===== config.mk =====
export PLATFORM = sky130hd
export DESIGN_NAME = ppc_queue
export DESIGN_NICKNAME = d
export VERILOG_FILES = /design/src/hdl/ppc_queue.sv
export SDC_FILE = /design/constraint.sdc
export NUM_CORES = 1
export LEC_CHECK = 0
export ABC_AREA = 1
export BUFFER_PORTS_ARGS = -buffer_cell sky130_fd_sc_hd__buf_4
export CORE_AREA = 10 10 47 49
export DETAILED_ROUTE_END_ITERATION = 7
export DIE_AREA = 0 0 57 59
export SYNTH_ARGS = -nofsm -noshare
export SYNTH_HDL_FRONTEND = slang
export SYNTH_SLANG_ARGS = --single-unit

===== constraint.sdc =====
create_clock -name clock -period 2.22 [get_ports clock]
set_input_delay 0.111 -clock clock [delete_from_list [all_inputs] [get_ports clock]]
set_output_delay 0.111 -clock clock [all_outputs]
set_load 0.1 [all_outputs]

===== src/hdl/ppc_queue.sv =====
`timescale 1ns / 1ps
// Two-entry word queue between front and back ends.
// Depends on nothing but its parameter.
module ppc_queue #(
   parameter int EntryW = 1
) (
   input  logic              clock,
   input  logic              reset,
   input  logic              push,
   input  logic [EntryW-1:0] push_data,
   input  logic              pop,
   output logic [EntryW-1:0] pop_data,
   output logic              full,
   output logic              empty
);
   logic [EntryW-1:0] mem [2];
   logic              wr_ptr_ff, rd_ptr_ff;
   logic [1:0]        count_ff;

   assign full     = count_ff == 2'd2;
   assign empty    = count_ff == 2'd0;
   assign pop_data = mem[rd_ptr_ff];

   always_ff @(posedge clock) begin
      if (push) begin
         mem[wr_ptr_ff] <= push_data;
      end
   end

   always_ff @(posedge clock) begin
      if (reset) begin
         wr_ptr_ff <= 1'b0;
         rd_ptr_ff <= 1'b0;
         count_ff  <= 2'd0;
      end else begin
         if (push) wr_ptr_ff <= !wr_ptr_ff;
         if (pop)  rd_ptr_ff <= !rd_ptr_ff;
         count_ff <= count_ff + 2'(push) - 2'(pop);
      end
   end
endmodule


==> results of run 1 <==
## power by group
group          internal, mW  switching, mW  total, mW
clock                0.0683         0.0427      0.111
sequential            0.145        0.00686      0.152
combinational        0.0347         0.0963      0.131
total                 0.248          0.146      0.394
## through the flow
step | power, mW | setup slack (ns)
2_1_floorplan | 0.2584 | 0.4701
3_3_place_gp | 0.2860 | 1.050
3_5_place_dp | 0.2879 | 1.027
4_1_cts | 0.4023 | 0.9787
5_1_grt | 0.4216 | 0.9509
6_report | 0.3942 | 0.9958
## cells by family after synthesis
group                      synth area share, %
adders and majority gates                8.332
and+or+nand+nor                          20.00
DFF                                      53.34
AOI/OAI and AO/OA                        1.665
buffers and inverters                    10.00
xor gates and xnor gates                 2.917
muxes                                    3.750
## synthesized netlist by cell type
master and n:
ha_1 2, xnor2_1 1, a21oi_1 1, nand2_2 1, nand3_1 1, nand2_1 3, nor2_2 1, edfxtp_1 2
nor2_1 7, mux2_2 1, nor3_1 1, inv_1 8, dfxtp_1 5
## routing by layer
layer  GRT usage, %  routed length (µm)
met2          4.961                 232
met3          3.433                  57
met1          2.966                 198
met5              0                   0
met4          2.013                   0
## cell type report
cell class,instances,area (µm²),area share [%]
Clock buffer,4,26.28,6.583
Inverter,8,30.03,7.524
Multi-Input combinational cell,19,110.1,27.59
Sequential cell,7,160.2,40.13
Tap cell,16,20.02,5.016
Timing Repair Buffer,7,52.55,13.17
## cells in the final DEF, fill, tap and decap left out
master    n
a21oi_1   1
buf_4     7
clkbuf_1  1
clkbuf_4  3
dfxtp_1   5
edfxtp_1  2
ha_1      2
inv_1     8
mux2_2    1
nand2_1   3
nand2_2   1
nand3_1   1
nor2_1    7
nor2_2    1
nor3_1    1
xnor2_1   1
## worst paths after layout
check / from / slack, ns / endpoint / cells after the start
setup / recovery: flip-flop / 1.0 / pop_data / 2
hold / removal: push_data / 0.05 / mem[1] / 1
setup reg to reg: count_ff[0] / 1.04 / count_ff[1] / 6
hold reg to reg: wr_ptr_ff / 0.51 / wr_ptr_ff / 2
==> flow_metrics.py, run 1 <==
metrics = {
    "run_status": {
        "outcome": "finished clean",
    },
    "timing": {
        "worst_slew_pin_slew_ns": 0.2797,
        "worst_hold_slack_ns": 0.04900,
        "fmax_ghz": 0.8168,
        "post-route-period-util_pct": 55.15,
        "fin_crit_ns": 1.224,
        "relSlewSlack_pct": 81.51,
        "final.setup_skew_ns": 0.002754,
        "finalSetupViolCount": 0,
        "tns_ns": 0,
        "finalHoldViolCount": 0,
        "grt_setup_unrepaired": "false",
        "finalMaxSlewViolations": 0,
    },
    "worst_setup_path": {
        "worstPathRequired_ns": 2.11,
        "worst_path_dominant_cell_family": "multiplexers",
        "worstPathCellList": "mux2_2, buf_4",
        "cp.arrival_ns": 1.11,
        "start_kind": "flip-flop",
        "cp_max_fo": 1,
        "worstPathBufferInverterCount": 1,
        "crit_slowest_cell": "mux2_2",
        "cp_slowest_stage_delay_ns": 0.32,
        "worst-setup-path-type": "reg2out",
        "endpoint_kind": "primary output",
    },
    "cells_and_area": {
        "final-instance-count-excl-fill": 61,
        "area_growth_pct": 32.92,
        "fin_nets": 53,
        "fillCellCount": 156,
        "fin_util_pct": 28.48,
        "insertedDiodeCount": 0,
        "drive_above_1_share_pct": 28.89,
        "design_area_um2": 399.1,
    },
    "placed_design": {
        "place_hpwl_um": 419.8,
        "dpl.cell_count": 57,
        "place_congestion": 0.7293,
        "portBuffers": 7,
        "post_dp_cell_area_um2": 372.9,
    },
    "synthesis": {
        "synth_fp_nets": 41,
        "netlist.area_leader.share_pct": 33.33,
        "synthCells": 34,
        "yosys_warnings": 0,
        "netlist_area_um2": 300.3,
        "yosysSeqAreaShare_pct": 53.33,
        "synthTopCellsByArea": "dfxtp_1 33%, edfxtp_1 20%, inv_1 10%",
        "synth.largest_area_cell": "dfxtp_1",
        "synth.distinct_cells": 13,
        "syn_avg_cell_area_um2": 8.832,
        "synth-seq-cells": 7,
    },
    "global_route": {
        "grt_pass1_vias": 240,
        "antenna_found_initial": 0,
        "grt.total_usage_pct": 3.413,
        "grt_pass1_wl_um": 862,
        "grt_max_degree": 6,
        "grt_remaining_overflow": 0,
    },
    "drt": {
        "wl_per_cell_um": 8.000,
        "dr_total_vias": 221,
        "drt_wl_total_um": 488,
        "vias_per_cell": 3.623,
        "antenna_left": 0,
        "remaining_drc_errors": 0,
        "drt-pass1-iter-count": 3,
        "first_iter_violations": 2,
    },
    "die": {
        "die_w_um": 57,
        "design.core.area_mm2": 0.001401,
        "die_y_um": 59,
        "initial_core_util_pct": 21.43,
        "die-area_mm2": 0.003363,
        "io_pins": 8,
        "fp-row-count": 14,
    },
    "clock_network": {
        "root_buffer": "clkbuf_4",
        "cts_resized": 0,
        "clock-sinks": 7,
        "numCtsBuffers": 3,
        "path_clk_slew_ns": 0.05,
        "cts_setup_buffers": 0,
        "hold_buffers": 0,
        "clockBufferDepth": 2,
        "clk_latency_ns": 0.25,
        "cts_tree": "done",
        "htree_levels": 1,
    },
    "pwr": {
        "peakVddDrop_v": 0.0004087,
        "power_leakage_nw": 0.2002,
        "power_density_mw_per_mm2": 987.5,
    },
    "hold_path": {
        "hold_path_class": "in2reg",
    },
    "run": {
        "cap_violations": 0,
    },
}
No activity file was read; power rests on OpenSTA's default activity.
==> inputs of run 2 (changes only) <==
==> constraint.sdc (replaced) <==
create_clock -name clock -period 1.2 [get_ports clock]
set_input_delay 0.06 -clock clock [delete_from_list [all_inputs] [get_ports clock]]
set_output_delay 0.06 -clock clock [all_outputs]
set_load 0.1 [all_outputs]
==> flow_metrics.py, run 2 (synthesized netlist as in run 1, its figures left out) <==
metrics = {
    "die": {
        "design.core.area_mm2": 0.001401,
        "initial_core_util_pct": 21.43,
        "die_w_um": 57,
        "fp-row-count": 14,
        "io_pins": 8,
        "die-area_mm2": 0.003363,
        "die_y_um": 59,
    },
    "pwr": {
        "fin_total_pwr_mw": 0.7622,
        "peakVddDrop_v": 0.0005771,
        "power_leakage_nw": 0.2141,
        "power_density_mw_per_mm2": 1721,
    },
    "cells_and_area": {
        "fillCellCount": 164,
        "drive_above_1_share_pct": 39.58,
        "insertedDiodeCount": 0,
        "layout_commonest_cell": "inv_1",
        "final_cell_mix": "8 x inv_1, 7 x buf_4, 5 x nor2_1",
        "final-instance-count-excl-fill": 64,
        "fin_nets": 56,
        "area_growth_pct": 47.50,
    },
    "global_route": {
        "grt_pass1_wl_um": 917,
        "grt.total_usage_pct": 3.553,
        "grt_pass1_vias": 232,
        "grt_max_degree": 6,
        "antenna_found_initial": 0,
        "grt_remaining_overflow": 0,
    },
    "clock_network": {
        "root_buffer": "clkbuf_4",
        "htree_levels": 1,
        "numCtsBuffers": 3,
        "clock-sinks": 7,
        "clockBufferDepth": 2,
        "path_clk_slew_ns": 0.05,
        "clk_latency_ns": 0.24,
        "cts_tree": "done",
    },
    "timing": {
        "fin_crit_ns": 1.134,
        "final.setup_skew_ns": 0.0002132,
        "finalWorstSetupSlack_ns": 0.06611,
        "fmax_ghz": 0.8819,
        "post-route-period-util_pct": 94.49,
        "finalSetupViolCount": 0,
        "worst_slew_pin_slew_ns": 0.2815,
        "finalMaxSlewViolations": 0,
        "tns_ns": 0,
        "relSlewSlack_pct": 81.39,
        "finalHoldViolCount": 0,
    },
    "run_status": {
        "outcome": "finished clean",
    },
    "placed_design": {
        "place_hpwl_um": 428.9,
        "dpl.cell_count": 58,
        "post-place-ws_ns": 0.03090,
        "place_congestion": 0.6588,
        "portBuffers": 7,
    },
    "worst_setup_path": {
        "worstPathBufferInverterCount": 1,
        "endpoint_kind": "primary output",
        "cp_slowest_stage_delay_ns": 0.33,
        "worst-setup-path-type": "reg2out",
        "worst_path_dominant_cell_family": "multiplexers",
        "crit_slowest_cell": "mux2_2",
        "cp_max_fo": 1,
        "cp.arrival_ns": 1.07,
        "start_kind": "flip-flop",
        "worstPathCellList": "mux2_2, buf_6",
        "worstPathRequired_ns": 1.14,
    },
    "hold_path": {
        "hold_path_class": "in2reg",
    },
    "run": {
        "cap_violations": 0,
    },
    "drt": {
        "remaining_drc_errors": 0,
        "vias_per_cell": 3.734,
        "first_iter_violations": 4,
        "drt_wl_total_um": 516,
        "wl_per_cell_um": 8.063,
        "antenna_left": 0,
        "drt-pass1-iter-count": 2,
        "dr_total_vias": 239,
    },
}
## run 2: final cells by class
class	count	area, µm²	share of cell area [%]
Clock buffer	4	26.28	5.932
Inverter	8	30.03	6.780
Multi-Input combinational cell	19	121.4	27.40
Sequential cell	7	161.4	36.44
Tap cell	16	20.02	4.520
Timing Repair Buffer	10	83.83	18.93
## run 2: worst reg2reg max path, delay by kind of cell (launching register included)
family / cells / cell delay, ns
fa+ha+maj: 2 / 0.44
buf+inv: 2 / 0.10
simple gates: 3 / 0.18
flops: 1 / 0.33
## run 2: final timing paths
kind	end	depth (start not counted)	slack [ns]	startpoint
worst max-delay path	pop_data	2	0.07	flip-flop
worst min-delay path	flip-flop	3	0.09	pop
worst max register to register	count_ff[1]	7	0.07	count_ff[0]
worst min register to register	wr_ptr_ff	2	0.51	wr_ptr_ff
## run 2: repair_timing
action	in CTS	in global routing
endpoints found under the setup margin	0	2
buffers inserted	0	0
hold buffers	2	0
resized for setup	0	4
endpoints found under the hold margin	3	0
## run 2: power by group
part	switching (mW)	total, mW	internal [mW]
combinational	0.188	0.270	0.0825
sequential	0.0129	0.283	0.270
clock	0.0827	0.209	0.127
## run 2: per-stage QoR
step / area, µm² / hold WS, ns / utilization (%)
after global routing: 442.9 / 0.1045 / 31.61
after floorplan: 305.3 / 0.1312 / -
after CTS: 431.7 / 0.08459 / 30.80
final: 442.9 / 0.09005 / 31.61
after global placement: 385.4 / 0.2465 / 27.50
after detailed placement: 385.4 / 0.2476 / 27.50
## run 2: per-layer routing
| metal | up-vias | wire (µm) | global-route usage [%] |
|---|---|---|---|
| met5 | - | 0 | 0 |
| met4 | 0 | 0 | 2.013 |
| met3 | 0 | 37 | 2.790 |
| met2 | 5 | 252 | 5.271 |
| met1 | 104 | 227 | 3.469 |
| li1 | 130 | - | - |
