<file path="src/hdl/ppc_pkg.sv">
`timescale 1ns / 1ps
// Shared types, constants and width helpers for the 4D projection core.
// No dependencies.
package ppc_pkg;

   localparam int CoordWidthDef = 16;
   localparam int LaneW         = 16;
   localparam int Lanes         = 4;
   localparam int PlaneW        = 16;
   localparam int FocalW        = 16;
   localparam int AxisShift     = 14;
   localparam int DepthW        = PlaneW + AxisShift;
   localparam int QuotBits      = 23;
   localparam int ScreenW       = 24;
   localparam int DivLat        = QuotBits + 1;
   localparam int CsrIndexW     = 3;
   localparam int CsrDataW      = 64;

   typedef enum logic [CsrIndexW-1:0] {
      CSR_CAMERA_POSITION = 3'd0,
      CSR_FORWARD_AXIS    = 3'd1,
      CSR_IMAGE_X_AXIS    = 3'd2,
      CSR_IMAGE_Y_AXIS    = 3'd3,
      CSR_IMAGE_Z_AXIS    = 3'd4,
      CSR_NEAR_PLANE      = 3'd5,
      CSR_FAR_PLANE       = 3'd6,
      CSR_FOCAL_LENGTH    = 3'd7
   } csr_index_type;

   typedef struct packed {
      logic [CsrDataW-1:0] camera_position;
      logic [CsrDataW-1:0] forward_axis;
      logic [CsrDataW-1:0] image_x_axis;
      logic [CsrDataW-1:0] image_y_axis;
      logic [CsrDataW-1:0] image_z_axis;
      logic [PlaneW-1:0]   near_plane;
      logic [PlaneW-1:0]   far_plane;
      logic [FocalW-1:0]   focal_length;
   } cfg_type;

   function automatic int rel_width(input int cw);
      return ((cw > LaneW) ? cw : LaneW) + 1;
   endfunction

   function automatic int dot_width(input int cw);
      return rel_width(cw) + LaneW + 2;
   endfunction

   function automatic logic signed [LaneW-1:0] lane_of(input logic [CsrDataW-1:0] r,
                                                       input int i);
      return $signed(r[i*LaneW +: LaneW]);
   endfunction

endpackage

</file>
<file path="src/hdl/ppc_req_if.sv">
`timescale 1ns / 1ps
// Point word channel (valid/ready) for the projection core.
// No dependencies.
interface ppc_req_if #(parameter int COORD_WIDTH = 16) ();
   logic                          valid;
   logic                          ready;
   logic signed [COORD_WIDTH-1:0] point_x;
   logic signed [COORD_WIDTH-1:0] point_y;
   logic signed [COORD_WIDTH-1:0] point_z;
   logic signed [COORD_WIDTH-1:0] point_w;
   modport source (output valid, point_x, point_y, point_z, point_w, input ready);
   modport sink (input valid, point_x, point_y, point_z, point_w, output ready);
endinterface

</file>
<file path="src/hdl/ppc_front.sv">
`timescale 1ns / 1ps
// Front end: camera offset, four dot products, depth clipping.
// Depends on ppc_pkg and ppc_req_if.
module ppc_front #(
   parameter int COORD_WIDTH = ppc_pkg::CoordWidthDef,
   parameter int EntryW      = 1
) (
   input  logic            clock,
   input  logic            reset,
   ppc_req_if.sink         req_chan,
   input  ppc_pkg::cfg_type cfg,
   input  logic            q_full,
   output logic            q_push,
   output logic [EntryW-1:0] q_data
);
   import ppc_pkg::*;

   localparam int RelW  = rel_width(COORD_WIDTH);
   localparam int ProdW = RelW + LaneW;
   localparam int DotW  = dot_width(COORD_WIDTH);

   logic                   en;
   logic                   v1_ff, v2_ff, v3_ff;
   logic signed [RelW-1:0] rel_ff [Lanes];
   logic signed [ProdW-1:0] prod_ff [Lanes][Lanes];
   logic signed [DotW-1:0] dot_ff [Lanes];
   logic signed [COORD_WIDTH-1:0] pt [Lanes];
   logic [CsrDataW-1:0]    axis [Lanes];
   logic signed [DotW-1:0] lo, hi;
   logic                   vis;
   logic [DotW-1:0]        mag [3];
   logic [2:0]             neg;

   assign en = !v3_ff || !q_full;
   assign req_chan.ready = en;
   assign q_push = v3_ff && !q_full;

   assign pt[0] = req_chan.point_x;
   assign pt[1] = req_chan.point_y;
   assign pt[2] = req_chan.point_z;
   assign pt[3] = req_chan.point_w;
   assign axis[0] = cfg.forward_axis;
   assign axis[1] = cfg.image_x_axis;
   assign axis[2] = cfg.image_y_axis;
   assign axis[3] = cfg.image_z_axis;

   always_ff @(posedge clock) begin
      if (reset) begin
         v1_ff <= 1'b0;
         v2_ff <= 1'b0;
         v3_ff <= 1'b0;
      end else if (en) begin
         v1_ff <= req_chan.valid;
         v2_ff <= v1_ff;
         v3_ff <= v2_ff;
      end
   end

   always_ff @(posedge clock) begin
      if (en) begin
         for (int i = 0; i < Lanes; i++) begin
            rel_ff[i] <= RelW'(pt[i]) - RelW'(lane_of(cfg.camera_position, i));
         end
         for (int a = 0; a < Lanes; a++) begin
            for (int i = 0; i < Lanes; i++) begin
               prod_ff[a][i] <= ProdW'(rel_ff[i] * lane_of(axis[a], i));
            end
         end
         for (int a = 0; a < Lanes; a++) begin
            dot_ff[a] <= DotW'(prod_ff[a][0]) + DotW'(prod_ff[a][1])
                       + DotW'(prod_ff[a][2]) + DotW'(prod_ff[a][3]);
         end
      end
   end

   assign lo  = $signed(DotW'({cfg.near_plane, {AxisShift{1'b0}}}));
   assign hi  = $signed(DotW'({cfg.far_plane, {AxisShift{1'b0}}}));
   assign vis = (dot_ff[0] >= lo) && (dot_ff[0] <= hi);

   always_comb begin
      for (int l = 0; l < 3; l++) begin
         neg[l] = dot_ff[l+1][DotW-1];
         mag[l] = neg[l] ? DotW'(-dot_ff[l+1]) : DotW'(dot_ff[l+1]);
      end
   end

   assign q_data = {vis, neg, dot_ff[0][DepthW-1:0], mag[0], mag[1], mag[2]};
endmodule

</file>
<file path="src/flat_wrapper.sv">
// flat-port wrapper written by rule: the top's interface ports become plain ports
module ppc_front_flat import ppc_pkg::*;
#(
   parameter int COORD_WIDTH = ppc_pkg::CoordWidthDef,
   parameter int EntryW      = 1
)
  (clock, reset, cfg, q_full, q_push, q_data, req_chan_valid, req_chan_point_x, req_chan_point_y, req_chan_point_z, req_chan_point_w, req_chan_ready);
  ppc_req_if #(.COORD_WIDTH(COORD_WIDTH)) req_chan_i ();
  input  logic clock;
  input  logic reset;
  input  ppc_pkg::cfg_type cfg;
  input  logic q_full;
  output logic q_push;
  output logic [EntryW-1:0] q_data;
  input wire logic [$bits(req_chan_i.valid)-1:0] req_chan_valid;
  input wire logic [$bits(req_chan_i.point_x)-1:0] req_chan_point_x;
  input wire logic [$bits(req_chan_i.point_y)-1:0] req_chan_point_y;
  input wire logic [$bits(req_chan_i.point_z)-1:0] req_chan_point_z;
  input wire logic [$bits(req_chan_i.point_w)-1:0] req_chan_point_w;
  output wire logic [$bits(req_chan_i.ready)-1:0] req_chan_ready;
  assign req_chan_i.valid = req_chan_valid;
  assign req_chan_i.point_x = req_chan_point_x;
  assign req_chan_i.point_y = req_chan_point_y;
  assign req_chan_i.point_z = req_chan_point_z;
  assign req_chan_i.point_w = req_chan_point_w;
  assign req_chan_ready = req_chan_i.ready;
  ppc_front #(.COORD_WIDTH(COORD_WIDTH), .EntryW(EntryW)) u_core (.clock(clock), .reset(reset), .req_chan(req_chan_i), .cfg(cfg), .q_full(q_full), .q_push(q_push), .q_data(q_data));
endmodule
</file>
<file path="config.mk">
export PLATFORM = sky130hd
export DESIGN_NAME = ppc_front_flat
export DESIGN_NICKNAME = d
export VERILOG_FILES = /design/src/hdl/ppc_pkg.sv /design/src/hdl/ppc_req_if.sv /design/src/hdl/ppc_front.sv /design/src/flat_wrapper.sv
export SDC_FILE = /design/constraint.sdc
export NUM_CORES = 1
export LEC_CHECK = 0
export ABC_AREA = 1
export BUFFER_PORTS_ARGS = -buffer_cell sky130_fd_sc_hd__buf_2
export CORE_AREA = 5 5 167 169
export CTS_CLUSTER_DIAMETER = 60
export DETAILED_ROUTE_END_ITERATION = 16
export DIE_AREA = 0 0 172 174
export GPL_TIMING_DRIVEN = 0
export PLACE_DENSITY = 0.3
export SLEW_MARGIN = 5
export SYNTH_ARGS = -nofsm -noshare
export SYNTH_HDL_FRONTEND = slang
export SYNTH_SLANG_ARGS = --single-unit
</file>
<file path="constraint.sdc">
create_clock -name clock -period 2.5 [get_ports clock]
set_input_delay 0.5 -clock clock [delete_from_list [all_inputs] [get_ports clock]]
set_output_delay 0.5 -clock clock [all_outputs]
set_load 0.02 [all_outputs]
</file>
==> run metrics <==
Syn-to-layout area delta 117%; antenna viol nets, final 0; vias per cell 0.935; critical-path maximum fanout 13; gpl congestion 0.601; total congestion overflow 0; Initial DRT Pass Iterations 4; Final Critical Period 1.59 ns; worst hold path class in -> reg; GR Util met3 0.364%; CP Class in -> out; Core Rows 60; endpoints failing hold 0; vias in the first global route 384; Cell Pwr Density 563 mW/mm^2; routed length per placed instance 3.19 um; post-CTS setup buffers 0; Crit. End Element primary output; drt drc 0; Post-Syn Area 519 sq um; R2R Path Start u_core.v3_ff$_SDFFE_PP0P_; hold_buf cts 0; 1st-iter DRT viols 4; DPL Wire Length 1140 um; worst slew pin tran 0.312 ns; Cells after Synth 54; # IOs 439; met1 capacity usage during global routing 1.36%; delay-heaviest family, CP buffers and inverters; FF-to-FF End u_core.v2_ff$_SDFFE_PP0P_; CP cell instances buf_2 -> nand2_2 -> buf_2; clk root buf clkbuf_16; hold_sp reset; global-route wire length before repair 2010 um; fin nets between 500 and 600; synth top area cells edfxtp_1 52%, dfxtp_1 12%, nand2_1 9.4%; Die W 172 um; Seq/Total Area, Yosys 63.6%; post-synth cell types 10; relative slew slack just under 80%; Die ar. 0.0299 sq mm; # Max-Cap Violations 0; register-to-register setup slack roughly 1.6 ns; Port-buffer cells 18; largest net degree at the start of global routing 14; Worst path slowest cell nand2_2; syn_area_per_cell 9.62 sq um; post-synth top area share about 52%; initial antenna violation count 1; Worst path max stage delay roughly 0.25 ns; H-tree Lvls 1; GRT Total Usage 0.922%; Top Usage Layer GRT met1; Crit path arrival time 1.09 ns; post-CTS sizing 0; Bufs on Longest Clock Path 2; CTS tree yes; Synthesized Nets 490; via count 390; Final Core Density between 4 and 5%; antenna diode count 0; biggest area consumer among synthesized cells edfxtp_1; r2r worst-path depth 4; maximum vdd ir drop 0.246 mV; Ys Warns 0; Die Ht roughly 170 um; Total Neg Setup Slack 0 ns; Layout Skew approximately 0.0008 ns; hold path depth 2; critical path's most frequent cell buf_2; Fillers 3,160; max-slew violations 0; worst hold endpoint u_core.v3_ff$_SDFFE_PP0P_; clk_lat worst skew around 0.24 ns; maximum clock frequency 628 MHz; Initial Utilization 1.96%; wirelength, routed 1330 um; Num CTS Buffers 3; Critical Path Source Type primary input; Final Setup Violations 0; Sink Count 12; status finished, final reports clean; clock slew seen by the registers of the worst setup and hold paths roughly 0.040 ns; post-synthesis register bit count 12; core area approximately 0.026 sq mm; Tcrit/Tclk final 63.7%; layout cells sized above 1 between 30% and 40%; GR Util met2 1.16%; Pleak roughly 0.38 nW; Min Hold Slack 0.429 ns; WP data required 2.00 ns; WP buf/inv 2; RSZ-0062 raised after global routing false
## power breakdown
group	internal, W	switching [W]	total (W)
registers	0.000240	0.0000116	0.000252
logic	0.0000260	0.0000337	0.0000597
clock network	0.000241	0.0000806	0.000322
total	0.000507	0.000126	0.000633
## layer usage
metal / routed length, um / part of all wire (%) / vias to the layer above
met3: 107 / 8.0 / 2
li1: - / - / 204
met1: 693 / 52 / 164
met2: 515 / 39 / 20
met5: 0 / 0 / -
met4: 16 / 1.2 / 0
## cell families after synthesis
group,share of synthesized area [%]
buffers and inverters,8.91
DFF,63.6
AOI/OAI and AO/OA,1.93
xor gates and xnor gates,8.43
and+or+nand+nor,17.1
## worst max-delay path by stage
stage                 from             end  slack (ns)  cells past startpoint
finish              q_full  req_chan_ready        0.91                      3
detailed placement  q_full  req_chan_ready        0.90                      3
floorplan           q_full          q_push        1.21                      1
global route        q_full  req_chan_ready        0.87                      3
CTS                 q_full  req_chan_ready        0.89                      3
global placement    q_full  req_chan_ready        0.91                      3
## worst register-to-register path, cell delays in order (launching register included)
cell,delay [ns]
dfxtp_1,0.31
nand2_2,0.25
clkinv_2,0.12
nor2_1,0.10
nor2_1,0.05
## metrics by stage
step                cell area (sq um)  std cells  total power [W]  setup WS, ns
floorplan                         519         54         0.000285          1.21
global placement                 1040        413         0.000317         0.913
detailed placement               1040        413         0.000318         0.898
CTS                              1120        417         0.000645         0.893
global route                     1120        417         0.000669         0.865
finish                           1120        417         0.000633         0.906
## cell usage after synthesis
master and n:
clkinv_2 1, dfxtp_1 3, edfxtp_1 9, inv_1 11
nand2_1 13, nand2_2 1, nor2_1 9, o21ai_0 2
xnor2_1 1, xor2_1 4
## layout by cell type, fill, tap and decap left out, drive strengths merged
master  count
nor2        9
xor2        4
xnor2       1
buf        18
o21ai       2
edfxtp      9
clkbuf      4
clkinv      1
nand2      14
inv        11
dfxtp       3
## cell type report
| class | count | area (sq um) | share of cell area, % |
|---|---|---|---|
| tap | 341 | 427 | 37.9 |
| sequential | 12 | 330 | 29.4 |
| inverter | 12 | 46.3 | 4.12 |
| multi-input combinational | 30 | 143 | 12.7 |
| clock buffer | 4 | 88.8 | 7.90 |
| timing repair buffer | 18 | 90.1 | 8.01 |
## registers in the layout, indices dropped and copies added (netlist names)
register / cells
u_core.prod_ff: 4
u_core.rel_ff: 4
u_core.dot_ff: 1
u_core.v1_ff: 1
u_core.v2_ff: 1
u_core.v3_ff: 1
No activity file was read; power rests on OpenSTA's default activity.
